### config.mk
export PLATFORM = sky130hd
export DESIGN_NAME = tia_queue
export DESIGN_NICKNAME = d
export VERILOG_FILES = /design/src/rtl/tia_pkg.sv /design/src/rtl/tia_queue.sv
export SDC_FILE = /design/constraint.sdc
export NUM_CORES = 1
export LEC_CHECK = 0
export BUFFER_PORTS_ARGS = -buffer_cell sky130_fd_sc_hd__clkbuf_2
export CAP_MARGIN = 20
export CELL_PAD_IN_SITES_DETAIL_PLACEMENT = 2
export CELL_PAD_IN_SITES_GLOBAL_PLACEMENT = 2
export CORE_UTILIZATION = 37
export CTS_BUF_LIST = sky130_fd_sc_hd__clkbuf_4 sky130_fd_sc_hd__clkbuf_8
export DETAILED_ROUTE_END_ITERATION = 8
export MAX_ROUTING_LAYER = met4
export PLACE_DENSITY_LB_ADDON = 0.1
export SLEW_MARGIN = 20
export SYNTH_ARGS = -nofsm -noshare
export SYNTH_HDL_FRONTEND = slang
export SYNTH_SLANG_ARGS = --single-unit
export TNS_END_PERCENT = 30
### constraint.sdc
create_clock -name i_clk -period 11.1 [get_ports i_clk]
set_input_delay 1.665 -clock i_clk [delete_from_list [all_inputs] [get_ports i_clk]]
set_output_delay 1.665 -clock i_clk [all_outputs]
set_load 0.01 [all_outputs]
### src/rtl/tia_pkg.sv
// ---------------------------------------------------------------------------
// tia_pkg: shared types and constants for the typed integer ALU
// Opcodes, type kinds and the classified operation record passed from the
// front end to the execution back end.
// ---------------------------------------------------------------------------
`default_nettype none
package tia_pkg;

    localparam int unsigned WORD_W = 64;
    localparam int unsigned SHAMT_W = 6;

    localparam logic [4:0] FN_ADD  = 5'd0;
    localparam logic [4:0] FN_SUB  = 5'd1;
    localparam logic [4:0] FN_MUL  = 5'd2;
    localparam logic [4:0] FN_SDIV = 5'd3;
    localparam logic [4:0] FN_SREM = 5'd4;
    localparam logic [4:0] FN_AND  = 5'd5;
    localparam logic [4:0] FN_OR   = 5'd6;
    localparam logic [4:0] FN_XOR  = 5'd7;
    localparam logic [4:0] FN_SHL  = 5'd8;
    localparam logic [4:0] FN_ASHR = 5'd9;
    localparam logic [4:0] FN_LSHR = 5'd10;
    localparam logic [4:0] FN_NEG  = 5'd11;
    localparam logic [4:0] FN_NOT  = 5'd12;
    localparam logic [4:0] FN_EQ   = 5'd13;
    localparam logic [4:0] FN_NE   = 5'd14;
    localparam logic [4:0] FN_LT   = 5'd15;
    localparam logic [4:0] FN_LE   = 5'd16;
    localparam logic [4:0] FN_GT   = 5'd17;
    localparam logic [4:0] FN_GE   = 5'd18;

    localparam logic [1:0] KIND_INT  = 2'd0;
    localparam logic [1:0] KIND_BOOL = 2'd1;

    // execution class chosen by the front end
    localparam logic [1:0] CL_SIMPLE = 2'd0;  // result already final
    localparam logic [1:0] CL_MUL    = 2'd1;
    localparam logic [1:0] CL_DIV    = 2'd2;

    typedef struct packed {
        logic [1:0]        cls;
        logic              is_rem;
        logic              neg_res;    // negate magnitude result
        logic              typed;      // apply result type
        logic [1:0]        kind;
        logic [6:0]        bits;
        logic [WORD_W-1:0] x;          // simple result, or operand / magnitude
        logic [WORD_W-1:0] y;
    } t_op;

    // truncate to the result type; int widths are sign-extended from their top bit
    function automatic logic [WORD_W-1:0] apply_type(input logic [WORD_W-1:0] v,
                                                     input logic [1:0] kind,
                                                     input logic [6:0] bits);
        logic [WORD_W-1:0] mask;
        logic [WORD_W-1:0] u;
        logic [5:0]        top;
        begin
            mask = '1;
            u = v;
            top = 6'(bits - 7'd1);
            if (kind == KIND_BOOL) begin
                u = {{(WORD_W-1){1'b0}}, v[0]};
            end else if (kind == KIND_INT && bits != 7'd0 && bits < 7'd64) begin
                mask = ~({WORD_W{1'b1}} << bits[5:0]);
                u = v & mask;
                if (v[top]) begin
                    u = u | ~mask;
                end
            end
            apply_type = u;
        end
    endfunction

endpackage
`default_nettype wire

### src/rtl/tia_queue.sv
// ---------------------------------------------------------------------------
// tia_queue: short operation queue
// Two-entry FIFO between classifier and execution back end.
// ---------------------------------------------------------------------------
`default_nettype none
module tia_queue (
    input  wire logic     i_clk,
    input  wire logic     i_rst_n,
    input  wire logic     i_valid,
    output logic          o_stall,
    input  tia_pkg::t_op  i_op,
    output logic          o_valid,
    input  wire logic     i_stall,
    output tia_pkg::t_op  o_op
);

    tia_pkg::t_op r_mem [2];
    logic         r_wp, r_rp;
    logic [1:0]   r_cnt;
    logic         push, pop;

    assign o_stall = (r_cnt == 2'd2);
    assign o_valid = (r_cnt != 2'd0);
    assign push = i_valid && !o_stall;
    assign pop = o_valid && !i_stall;
    assign o_op = r_mem[r_rp];

    // pointers and fill count
    always_ff @(posedge i_clk) begin
        if (!i_rst_n) begin
            r_wp <= 1'b0;
            r_rp <= 1'b0;
            r_cnt <= 2'd0;
        end else begin
            if (push) r_wp <= !r_wp;
            if (pop) r_rp <= !r_rp;
            r_cnt <= 2'(r_cnt + {1'b0, push} - {1'b0, pop});
        end
    end

    always_ff @(posedge i_clk) begin
        if (push) begin
            r_mem[r_wp] <= i_op;
        end
    end

endmodule
`default_nettype wire

== After elaboration in Yosys (flattened, before gate mapping) ==
Memories as Yosys holds them, arrays and structs flattened. A register that Yosys moved wholly into a read port is not among the register bits.
Cells that the tools add are included.
Storage, ports and cells
  bits in registers: 4
  RAM bits: 284
  input port bits: 146
  output and inout port bits: 144
  word-level logic and storage cells: 18
  memories kept: 1
Operators by class
  add/subtract/negate cells: 2
  equal/unequal tests: 1
  muxes and demuxes: 4
  reductions and logical operators: 7
Memories
  r_mem: words 2, bits a word 142, read ports 1, clocked after Yosys merged registers in 1, wr ports 1, RTL line tia_queue.sv:17  | tia_pkg::t_op r_mem [2];
Operators with widths (count)
  $logic_not A1 Y1: 4
  $mux W1: 4
  $add A2 B1 Y2: 1
  $eq A2 B2 Y1 const B: 1
  $logic_and A1 B1 Y1: 2
  $reduce_bool A2 Y1: 1
  $sub A2 B1 Y2: 1

== Logic depth before layout (Yosys ltp) ==
Gate-level depths: netlist of run 1.
  depth after elaboration: 5
  gate-level depth with buffers: 8
  depth with buffers taken out: 8

== Worst setup path after synthesis of run 1 ==
Ideal clock, no wire load.
  kind: input to register
  start point: input i_valid
  end point: memory r_mem[0][0] (netlist bit) (enable)
  setup time: 0.645 ns
  arrival: 7.655 ns
  data required time: 10.455 ns
  path slack: 2.800 ns
  cell stages on the path: 2
  buffers on the path: 0
  cells stage by stage: nand2_1 nor2_1
On the way
  cells in the longest elaborated chain, start to end: 3
Ends and longest elaborated chain
  start, declared: RTL line tia_queue.sv:9  | input wire logic i_valid,
  $logic_and A1 B1 Y1: RTL line tia_queue.sv:24  | assign push = i_valid && !o_stall;
  $mux W1: RTL line tia_queue.sv:42  | if (push) begin
  $mux W1 (implied by the code): RTL line tia_queue.sv:43  | r_mem[r_wp] <= i_op;
  end, declared: RTL line tia_queue.sv:17
No other way between the ends.

==> qor.txt, run 1 <==
outcome -> complete, no violations
H-tree depth -> 2
post-layout instance count excluding filler cells -> 1225
initial core utilization -> 37.7%
Worst EP required -> 9.44 ns
Hold Fails Final Rpt -> 0
FP Rows -> 62
GPL Wtd Cong -> 0.752
io pins -> 290
WP data arrival -> 2.82 ns
most common cell after layout, fill and taps aside -> clkbuf_2
Setup Skew -> 0.0163 ns
vias in the first global route -> 6420
net count after synthesis -> 616
number of DRC markers in iteration 0 -> 233
startpoint types -> register
wire per inst -> 19.8 um
Syn. warnings -> 0
DRC -> 0
Die X -> 173 um
max cap viols -> 0
critical path, cell by cell -> buf_4, mux2_2, clkbuf_2
clock sink count -> 289
aggregate global-route resource usage -> 16.6%
Nets -> 946
setup TNS -> 0 ns
DRT Wirelength -> 24300 um
achievable frequency -> 223 MHz
cell area after synthesis -> 10800 um^2
Crit path max-delay family -> buffers and inverters
hold crit path type -> register to register
# setup viols final -> 0
die footprint -> 29900 um^2
drt pass-1 iters -> 4
number of synthesized register bits -> 289
HPWL after DPL -> 16500 um
fraction of layout instances using a drive strength above 1 -> 62.3%
Distinct cells, synth -> 19
most frequent cells in the layout -> clkbuf_2 (289), edfxtp_1 (284), mux2_4 (80)
CTS tree -> done
Die Height -> 173 um
PostCTS Resize Cnt -> 0
Worst-Margin Slew -> 1.03 ns
Hold-fix buffers, CTS -> 0
first-pass GRT wire length -> 36500 um
Crit Path Class -> register to output pin
CTS buffer count -> 49
worst vdd ir -> 0.000116 V
Setup Buffers After CTS -> 0
max_slew headroom -> 31.3%
Mapped Cells -> 468
total grt overflow -> 0
CTS Root Cell -> clkbuf_8
total number of vias -> 5593
fin. max-slew vios -> 0
Worst Setup End Kind -> output pin
vias per inst -> 4.57
Placeable Area -> 28700 um^2
Clk Latency, worst-skew pair -> 0.55 ns
sequential share of the synthesized area -> 79.8%
RSZ-0062 raised after global routing -> no
Avg Inst Size Synth -> 23.1 um^2
initial antenna violation count -> 2
Max stage delay cell, worst path -> buf_4
post-layout min period -> 4.48 ns
largest net degree at the start of global routing -> 81
largest fanout on the critical path -> 63
PD cells -> 225 nW/um^2
Placed Instances -> 1130
Worst Path Buf+Inv -> 2
crit-path max cell delay -> 0.83 ns
CTS clk-pin slew, worst paths -> 0.06 ns
area grow syn2layout -> 26.4%
post-route ant nets -> 0
number of I/O port buffers -> 289
Hold Slack -> 0.480 ns
leakage -> 0.00535 uW
Tcrit/Tclk final -> 40.4%
Clock Path Buffers -> 3
## worst min-delay path, stage by stage, from the launching register on
cell and delay [ns]:
dfxtp_1 0.30, nand2_1 0.07, mux2i_1 0.06
## cells in the mapped netlist
| cell type | n | area [um^2] |
|---|---|---|
| nor2_1 | 1 | 3.75 |
| edfxtp_1 | 284 | 8530 |
| ha_1 | 2 | 25.0 |
| nand2_1 | 3 | 11.3 |
| xor2_1 | 1 | 8.76 |
| nand2b_1 | 2 | 12.5 |
| or2_2 | 1 | 6.26 |
| and3_1 | 1 | 6.26 |
| dfxtp_1 | 5 | 100 |
| mux2i_1 | 3 | 30.0 |
| mux2_4 | 80 | 1200 |
| or2b_1 | 1 | 7.51 |
| buf_2 | 6 | 30.0 |
| buf_6 | 10 | 113 |
| xnor2_1 | 1 | 8.76 |
| inv_1 | 2 | 7.51 |
| mux2_2 | 62 | 698 |
| and2_1 | 1 | 6.26 |
| nor2b_1 | 2 | 12.5 |
## final timing paths
kind	startpoint	end	slack [ns]	depth (start not counted)
worst max-delay path	register	o_op[11]	6.62	3
worst min-delay path	r_rp	r_rp	0.48	2
worst max register to register	r_cnt[1]	r_mem[1][105]	8.83	3
worst min register to register	r_rp	r_rp	0.48	2
## metal layers
metal | GRT usage [%] | up-vias | part of all wire, % | routed length (um)
met1 | 17.5 | 2782 | 38 | 9210
met4 | 5.68 | 0 | 2.4 | 578
met5 | - | - | 0 | 0
met3 | 5.45 | 43 | 7.9 | 1920
met2 | 29.0 | 228 | 52 | 12600
li1 | - | 2540 | - | -
## cell type report
type                            count  area (um^2)
Antenna cell                        2         5.00
Timing Repair Buffer              295         1510
Clock inverter                     14         85.1
Multi-Input combinational cell    161         2050
Clock buffer                       78          905
Inverter                            2         7.51
Tap cell                          384          480
Fill cell                        2689        15000
Sequential cell                   289         8630
## sequential cells by signal, indices dropped and copies added (netlist names), named ones only
signal	flops
r_cnt	2
r_wp	1
r_mem	284
r_rp	1
## kinds of logic (layout without fill, tap and decap cells)
group / count (synthesis) / after routing / synth area share [%]
buffers and inverters: 18 / 389 / 1.39
DFF: 289 / 289 / 79.8
and+or+nand+nor: 12 / 12 / 0.613
other: 0 / 2 / 0
adders and majority gates: 2 / 2 / 0.231
muxes: 145 / 145 / 17.8
xor gates and xnor gates: 2 / 2 / 0.162
## metrics by stage
stage,utilization (%),worst slack [ns],cell area (um^2),total power [uW]
final,47.7,6.62,13700,3070
after global routing,47.7,6.42,13700,3220
after CTS,47.5,6.49,13600,3130
after detailed placement,44.1,7.01,12700,2170
after global placement,44.1,7.08,12700,2140
after floorplan,-,2.80,10800,1920
## where the power goes
group	total (uW)	internal [uW]	switching [uW]
logic	701	336	365
registers	1430	1370	56.8
clock network	942	538	404
(Power assumes the default switching activity.)
==> run 2, diff against run 1 <==
--- a/config.mk
+++ b/config.mk
@@ -9,7 +9,7 @@
 export CAP_MARGIN = 20
 export CELL_PAD_IN_SITES_DETAIL_PLACEMENT = 2
 export CELL_PAD_IN_SITES_GLOBAL_PLACEMENT = 2
-export CORE_UTILIZATION = 37
+export CORE_UTILIZATION = 36
 export CTS_BUF_LIST = sky130_fd_sc_hd__clkbuf_4 sky130_fd_sc_hd__clkbuf_8
 export DETAILED_ROUTE_END_ITERATION = 8
 export MAX_ROUTING_LAYER = met4
==> constraint.sdc (replaced) <==
create_clock -name i_clk -period 3.7 [get_ports i_clk]
set_input_delay 0.555 -clock i_clk [delete_from_list [all_inputs] [get_ports i_clk]]
set_output_delay 0.555 -clock i_clk [all_outputs]
set_load 0.01 [all_outputs]
==> run 2 against run 1 <==
Critical path depth is the same. Cell area grew 0.17%. Die area grew 2.7%. Total power grew to 3.0 times the previous value. Worst setup slack lost 5.7 ns. Core utilization shrank 1.4 points. Sequential power grew to 3.0 times the previous value. First-iteration DRC count shrank 1.3%. Largest power group unchanged. Critical path type unchanged. Wire length grew 2.9%.
==> qor.txt, run 2 (synthesis results as in run 1) <==
initial core utilization -> 36.5% (-1.2 points)
most common cell after layout, fill and taps aside -> clkbuf_2
wire per inst -> 20.3 um (+2.4%)
Die X -> 175 um (+1.4%)
outcome -> complete, no violations
crit-path max cell delay -> 0.75 ns (-0.08 ns)
Worst EP required -> 3.14 ns (-6.30 ns)
pre-CTS setup slack -> 1.43 ns (-5.58 ns)
Largest regs -> r_mem x284, r_cnt x2
hold crit path type -> primary input to register
Placed Instances -> 1138 (+0.71%)
GPL Wtd Cong -> 0.744 (-1.1%)
PostCTS Resize Cnt -> 0 (unchanged)
max reg flops -> 284 (unchanged)
Worst Path Buf+Inv -> 2 (unchanged)
post-route ant nets -> 0 (unchanged)
Max stage delay cell, worst path -> dfxtp_4
Clock Path Buffers -> 3 (unchanged)
Hold-fix buffers, CTS -> 0 (unchanged)
FP Rows -> 63 (+1.6%)
achievable frequency -> 355 MHz
fillers -> 2840 (+5.6%)
DRC -> 0 (unchanged)
total grt overflow -> 0 (unchanged)
Crit path max-delay family -> flip-flops
WP data arrival -> 2.26 ns (-0.56 ns)
post-layout instance count excluding filler cells -> 1231 (+0.49%)
max cap viols -> 0 (unchanged)
Hold Slack -> 0.193 ns (-0.287 ns)
clock sink count -> 289 (unchanged)
die footprint -> 30700 um^2 (+2.7%)
worst vdd ir -> 0.000304 V (+160%)
CTS tree -> done
Nets -> 948 (+0.21%)
Post-DP Area -> 12700 um^2 (+0.57%)
drt pass-1 iters -> 4 (unchanged)
Power, Total -> 9190 uW (+200%)
fraction of layout instances using a drive strength above 1 -> 61.9% (-0.45 points)
post-layout instance area -> 13700 um^2 (+0.17%)
Clk Latency, worst-skew pair -> 0.55 ns (about the same)
Placeable Area -> 29600 um^2 (+3.3%)
post-layout min period -> 2.82 ns
Worst-Margin Slew -> 0.913 ns (-0.117 ns)
Hold Fails Final Rpt -> 0 (unchanged)
max_slew headroom -> 39.1% (+7.8 points)
PnR worst setup slack -> 0.882 ns (-5.73 ns)
most frequent cells in the layout -> clkbuf_2 (289), edfxtp_1 (284), mux2_4 (80)
number of I/O port buffers -> 289 (unchanged)
Tcrit/Tclk final -> 76.2%
total number of vias -> 5578 (-0.27%)
RSZ-0062 raised after global routing -> no
Die Height -> 175 um (+1.4%)
largest reg by FF count -> r_mem
critical path, cell by cell -> buf_12, mux2_2, clkbuf_2
Crit Path Class -> register to output pin
Setup Skew -> 0.0175 ns (+0.00121 ns)
number of DRC markers in iteration 0 -> 230 (-1.3%)
area grow syn2layout -> 26.7%
vias in the first global route -> 6413 (-0.11%)
HPWL after DPL -> 17200 um (+4.0%)
aggregate global-route resource usage -> 16.7% (+0.12 points)
largest net degree at the start of global routing -> 78 (-3.7%)
vias per inst -> 4.53 (-0.75%)
H-tree depth -> 2 (unchanged)
initial antenna violation count -> 4 (+2)
Setup Buffers After CTS -> 0 (unchanged)
PD cells -> 671 nW/um^2 (+200%)
leakage -> 0.00534 uW (about the same)
first-pass GRT wire length -> 37300 um (+2.0%)
startpoint types -> register
Worst Setup End Kind -> output pin
DRT Wirelength -> 25000 um (+2.9%)
fin. max-slew vios -> 0 (unchanged)
CTS Root Cell -> clkbuf_8
CTS buffer count -> 50 (+2.0%)
largest fanout on the critical path -> 46 (-27%)
# setup viols final -> 0 (unchanged)
io pins -> 290 (unchanged)
CTS clk-pin slew, worst paths -> 0.06 ns (about the same)
-- run 2: cell type report --
class	count	area [um^2]	area share [%]
inverters	2	7.51	0.0548
clock buffers	71	865	6.31
well taps	390	488	3.56
multi-input cells	161	2050	15.0
repair buffers	296	1550	11.3
diodes	4	10.0	0.0731
clock inverters	18	98.8	0.721
flip-flops and latches	289	8630	63.0
-- run 2: path summary, 6_finish.rpt --
check	start	endpoint	slack, ns	cells after the start
worst max register to register	r_cnt[1]	r_mem[1][91]	1.67	3
worst min-delay path	i_op[60]	r_mem[0][60]	0.19	1
worst max-delay path	register	o_op[21]	0.88	3
worst min register to register	r_rp	r_rp	0.51	2
-- run 2: routing by layer --
layer | global-route usage, % | share of wire (%) | wire [um] | vias to the layer above
li1 | - | - | - | 2536
met1 | 17.8 | 37 | 9340 | 2786
met2 | 28.8 | 52 | 13000 | 220
met3 | 6.17 | 8.9 | 2210 | 36
met4 | 4.93 | 1.6 | 407 | 0
met5 | - | 0 | 0 | -
-- run 2: report_power, final --
group / leakage, uW / internal [uW] / switching (uW)
Combinational: 0.00213 / 1030 / 1110
Clock: 0.000514 / 1560 / 1210
Sequential: 0.00270 / 4120 / 169
Total: 0.00534 / 6710 / 2480
-- run 2: stage by stage --
step           setup TNS, ns  utilization [%]
6_report                   0             46.2
5_1_grt                    0             46.2
4_1_cts                    0             46.2
3_5_place_dp               0             42.9
3_3_place_gp               0             42.9
2_1_floorplan         -97.48                -
